[src/hw/rtl/ifdsa_pkg.sv]
`timescale 1ns / 1ps
`default_nettype none
package ifdsa_pkg;

  localparam int XLEN = 64;
  localparam int HALF = XLEN / 2;
  localparam int SHW  = $clog2(XLEN);

  typedef enum logic [3:0] {
    OP_ADD  = 4'd0,
    OP_SUB  = 4'd1,
    OP_MUL  = 4'd2,
    OP_FDIV = 4'd3,
    OP_FMOD = 4'd4,
    OP_NEG  = 4'd5,
    OP_AND  = 4'd6,
    OP_OR   = 4'd7,
    OP_XOR  = 4'd8,
    OP_NOT  = 4'd9,
    OP_SHL  = 4'd10,
    OP_SHR  = 4'd11,
    OP_EQ   = 4'd12,
    OP_LT   = 4'd13,
    OP_LE   = 4'd14
  } op_t;

  // divider working set: partial remainder, dividend/quotient, divisor
  typedef struct packed {
    logic [XLEN-1:0] rem;
    logic [XLEN-1:0] quo;
    logic [XLEN-1:0] dvs;
  } div_t;

  // fields that ride along with each item
  typedef struct packed {
    logic [3:0]      op;
    logic [XLEN-1:0] res;
    logic            dz;
    logic            na;
    logic            nb;
  } carry_t;

endpackage
`default_nettype wire

[src/hw/rtl/ifdsa_div_cell.sv]
`timescale 1ns / 1ps
`default_nettype none
module ifdsa_div_cell (
  input  wire logic              clk,
  input  wire logic              rst,
  input  wire logic              en,
  input  wire logic              valid_i,
  input  wire ifdsa_pkg::div_t   div_i,
  input  wire ifdsa_pkg::carry_t carry_i,
  output logic                   valid_o,
  output ifdsa_pkg::div_t        div_o,
  output ifdsa_pkg::carry_t      carry_o
);

  logic [ifdsa_pkg::XLEN:0] shifted;
  logic [ifdsa_pkg::XLEN:0] trial;
  ifdsa_pkg::div_t          div_next;

  // one restoring step: bring in the next dividend bit, subtract if it fits
  always_comb begin
    shifted = {div_i.rem, div_i.quo[ifdsa_pkg::XLEN-1]};
    trial   = shifted - {1'b0, div_i.dvs};
    div_next.dvs = div_i.dvs;
    if (!trial[ifdsa_pkg::XLEN]) begin
      div_next.rem = trial[ifdsa_pkg::XLEN-1:0];
      div_next.quo = {div_i.quo[ifdsa_pkg::XLEN-2:0], 1'b1};
    end else begin
      div_next.rem = shifted[ifdsa_pkg::XLEN-1:0];
      div_next.quo = {div_i.quo[ifdsa_pkg::XLEN-2:0], 1'b0};
    end
  end

  always_ff @(posedge clk) begin
    if (rst) begin
      valid_o <= 1'b0;
    end else if (en) begin
      valid_o <= valid_i;
    end
  end

  always_ff @(posedge clk) begin
    if (en) begin
      div_o   <= div_next;
      carry_o <= carry_i;
    end
  end

endmodule
`default_nettype wire

[config.mk]
export PLATFORM = sky130hd
export DESIGN_NAME = ifdsa_div_cell
export DESIGN_NICKNAME = d
export VERILOG_FILES = /design/src/hw/rtl/ifdsa_pkg.sv /design/src/hw/rtl/ifdsa_div_cell.sv
export SDC_FILE = /design/constraint.sdc
export NUM_CORES = 1
export LEC_CHECK = 0
export ABC_AREA = 1
export ABC_CLOCK_PERIOD_IN_PS = 2700
export BUFFER_PORTS_ARGS = -buffer_cell sky130_fd_sc_hd__buf_2
export CAP_MARGIN = 10
export CORE_AREA = 2 2 208 210
export CTS_CLUSTER_DIAMETER = 100
export DETAILED_ROUTE_END_ITERATION = 16
export DIE_AREA = 0 0 210 212
export PLACE_DENSITY_LB_ADDON = 0.25
export SKIP_CTS_REPAIR_TIMING = 1
export SLEW_MARGIN = 15
export SYNTH_ARGS = -nofsm -noshare
export SYNTH_HDL_FRONTEND = slang
export SYNTH_SLANG_ARGS = --single-unit
export TNS_END_PERCENT = 20
[constraint.sdc]
create_clock -name clk -period 2.7 [get_ports clk]
set_input_delay 0.54 -clock clk [delete_from_list [all_inputs] [get_ports clk]]
set_output_delay 0.54 -clock clk [all_outputs]
set_load 0.005 [all_outputs]
# Word level (Yosys, flattened, before mapping)
# Index checks and enable logic that the tools add are counted.
totals:
  ff_bits: 264
  latchBits: 0
  ramBits: 0
  mem_bits_ro: 0
  input_bits: 267
  out_inout_bits: 264
  word_cells: 11
  mem_count: 0
op_classes:
  addsub: 1
  mul: 0
  div_mod_pow: 0
  n_lt_le_gt_ge: 0
  n_eq_ne: 0
  shift: 0
  n_mux: 1
  bitwise: 0
  reduce_logical: 0
ops:
  columns: ["cell", "count"]
  rows:
  - ["2-to-1 mux 128 bit", 1]
  - ["subtractor 65 x 64 -> 65 bit", 1]

# Logic depth before layout (Yosys ltp)
depth:
  word_depth: 2
  mapped_depth: 20
  depth_no_buf: 18

# Least setup slack after synthesis
# No wires, ideal clock.
synth_path:
  path_type: "input port to flip-flop"
  startpoint: "input port div_i[127] (netlist name)"
  endpoint: "register div_o[171] (netlist name) (data pin)"
  setup_ns: 0.252
  arrival_time_ns: 2.337
  required_time_ns: 2.448
  path_slack_ns: 0.111
  cell_stages: 19
  path_buffers: 2
  path_cell_list: "inv_1 -> ha_1 -> fa_1 -> inv_1 -> nand2_1 -> nand2_1 -> nand3_1 -> nand2_2 -> nand2_1 -> nand2_2 -> nand2_1 -> nand2_2 -> nand2_2 -> nand3_1 -> nand2_2 -> buf_12 -> buf_12 -> nand2_2 -> nand2_1"
synth_rtl:
  columns: ["element", "line", "source"]
  rows:
  - ["start: declaration", "ifdsa_div_cell.sv:8", "input wire ifdsa_pkg::div_t div_i,"]
  - ["end signal: assignment", "ifdsa_div_cell.sv:43", "div_o <= div_next;"]
  - ["end: declaration", "ifdsa_div_cell.sv:11", "output ifdsa_pkg::div_t div_o,"]

==> key figures <==
Timing
  • RSZ-0062 raised after global routing: no
  • Clk_skew: 0 ns
  • Relative slew slack: 70.6%
  • Tcrit/Tclk final: 88.5%
  • Setup TNS: 0 ns
  • Tightest Pin Transition: 0.442 ns
  • Final Critical Period: 2.39 ns
  • Number of endpoints failing setup at the final stage: 0
  • Fmax: 0.419 GHz
  • Slew Viols, Final: 0
  • Final hold violation count: 0

Clock tree
  • # H-tree levels: 1
  • Clock slew at reported path FFs: 0.06 ns
  • Root Driver: clkbuf_16
  • Clock sink count: 264
  • Max Root-Sink Buffers: 3
  • TritonCTS Buffers: 29
  • TritonCTS clock tree: yes
  • Worst skew pair latency: 0.55 ns

Logic synthesis
  • Post-synth EDFFs: 263
  • Top cells by area, synth: edfxtp_1, nand2_1, inv_1
  • Post-Synthesis Cell Area: 15200 um^2
  • Flops & latches, synth: 264
  • YS warnings: 0
  • Cells after Synth: 1870
  • Synth Area per Inst: 8.10 um^2
  • FFs w/ async S/R, synth: 0%
  • Mapped Nets: 2202
  • Post-synth cell types: 33
  • Synth area leader: edfxtp_1
  • Top FF cell, synth: edfxtp_1
  • Sequential element share of the synthesized area: 52.2%
  • Post-synth top area share: 52.1%

Critical path
  • WP buf/inv: 3
  • CP max stage cell: ha_1
  • Worst path max stage delay: 0.34 ns
  • Crit start category: input pin
  • Worst endpoint required time: 3.13 ns
  • Cell breakdown of the critical path: buf_2 > inv_1 > ha_1 > nand2_1 > nor2_1 > nand2_1 > nor2_2 > nand2_1 > nand2_2 > nand2_2 > nand2_2 > nand2_2 > nand2_2 > buf_12 > nand2_1 > nand2_1
  • CP Max Fanout: 57
  • Worst path arrival time: 2.82 ns
  • R2r worst-path depth: 2
  • Setup Crit Path Kind: in2reg
  • Delay-heaviest family, CP: simple AND/OR/NAND/NOR gates
  • Setup crit end kind: flip-flop
  • WP depth: 16

Pwr
  • PwrDens: 566 nW/um^2
  • Peak supply drop: 468 uV
  • Leakage power: 0.0115 uW
  • Total power: 11900 uW

Floorplan
  • FP Rows: 76
  • Ports: 531
  • Core area: 42500 um^2
  • Die area: 44500 um^2
  • Chip Height: 212 um
  • Die width: 210 um
  • Initial Utilization: 35.7%

Worst hold path
  • WHS Path Cells: 2
  • Hold WC Path Type: in2reg

Placed design
  • Placement Cell Area: 20100 um^2
  • Port Buffer Count: 530
  • DP HPWL: 48.4 mm
  • GPL Wtd Cong: 0.930

Routing
  • Via density: 4.48
  • DR iter-0 viols: 919
  • Detailed-route wire length: 57.1 mm
  • Drt wl/cell: 17.7 um
  • Post-DRT Antenna Nets: 0
  • Drt first pass iters: 8
  • Via count: 14433
  • Drt drc: 0

Cells and area
  • Reg area: 7920 um^2
  • Layout cell share with drive strength beyond 1: 31.7%
  • Layout net count: 2977
  • Layout area overhead: 39.2%
  • FILL cells: 4266
  • Util after Layout: 49.6%
  • Multi-input logic area: 5620 um^2
  • Fin area: 21100 um^2

Global routing
  • Grt peak-use layer: met2
  • GR Util met1: 30.4%
  • GRT Util Overall: 24.8%
  • First-pass GRT wire length: 82.8 mm
  • GRT met2 Usage: 45.1%
  • Routing usage on met3: 4.80%
  • Vias in the first global route: 14256
  • Grt ovf: 0
  • Largest net degree at the start of global routing: 71
  • Initial antenna violation count: 14

Run status
  • Status: finished, final reports clean

Job
  • Max Cap Viol: 0
==> synthesized netlist by cell type, types with 8 or more instances <==
library cell  count
nand2_2          29
nand4_1          17
a21oi_1          53
nor3_1           12
nand2_1         788
o21bai_1          8
edfxtp_1        263
xor2_1           30
inv_1           388
nor2_1          104
nand3_1          70
ha_1             64
==> cell families (layout without fill, tap and decap cells) <==
logic type	count (synthesis)	after routing	synth area share, %
xor gates and xnor gates	31	31	1.79
AOI/OAI and AO/OA	65	65	2.28
DFF	264	264	52.2
muxes	1	1	0.0660
other	0	7	0
buffers and inverters	406	1203	10.6
adders and majority gates	65	65	5.42
and+or+nand+nor	1038	1038	27.6
==> placed cells by master (no fill, tap or decap), types with 12 or more instances in the layout <==
master	netlist	final
nand2_1	788	788
a21oi_1	53	53
inv_1	388	388
xor2_1	30	30
nand2_2	29	29
edfxtp_1	263	263
nand4_1	17	17
clkbuf_16	0	29
nor3_1	12	12
nand3_1	70	70
nor2_1	104	104
buf_4	1	221
ha_1	64	64
buf_2	6	529
==> per-stage QoR <==
stage	setup WS (ns)	cells	hold WS, ns
finish	0.311	3220	0.145
global route	0.0985	3217	0.121
CTS	0.319	3213	0.116
detailed placement	-0.258	3160	0.501
global placement	-0.286	3160	0.483
floorplan	0.111	1870	0.485
==> final timing paths <==
| check | startpoint | end | slack [ns] |
|---|---|---|---|
| worst min-delay path | rst | valid_o$_SDFFE_PP0P_ | 0.15 |
| worst max-delay path | div_i[20] | div_o[180]$_DFFE_PP_ | 0.31 |
| worst max register to register | valid_o$_SDFFE_PP0P_ | valid_o$_SDFFE_PP0P_ | 2.11 |
| worst min register to register | valid_o$_SDFFE_PP0P_ | valid_o$_SDFFE_PP0P_ | 0.51 |
==> power by group <==
| part | internal (uW) | switching [uW] | total [uW] |
|---|---|---|---|
| clock | 2250 | 1650 | 3900 |
| sequential | 4980 | 105 | 5090 |
| combinational | 1240 | 1700 | 2950 |
| total | 8480 | 3450 | 11900 |
==> cell type report <==
cell class | count | share of cell area [%]
flip-flops and latches | 264 | 37.5
clock buffers | 38 | 3.74
multi-input cells | 1200 | 26.7
diodes | 7 | 0.0830
well taps | 546 | 3.24
inverters | 393 | 6.99
repair buffers | 757 | 21.1
clock inverters | 15 | 0.694
==> sequential cells by signal (all words and copies together), names as in the netlist <==
register / count
div_o: 192
valid_o: 1
carry_o: 71
==> metal layers <==
metal  vias up  wire (um)
met1      6589      24000
li1       7361          -
met5         -         89
met4        12       1170
met3        73       3300
met2       398      28600
Note: power is estimated with default switching activity, not from simulation.
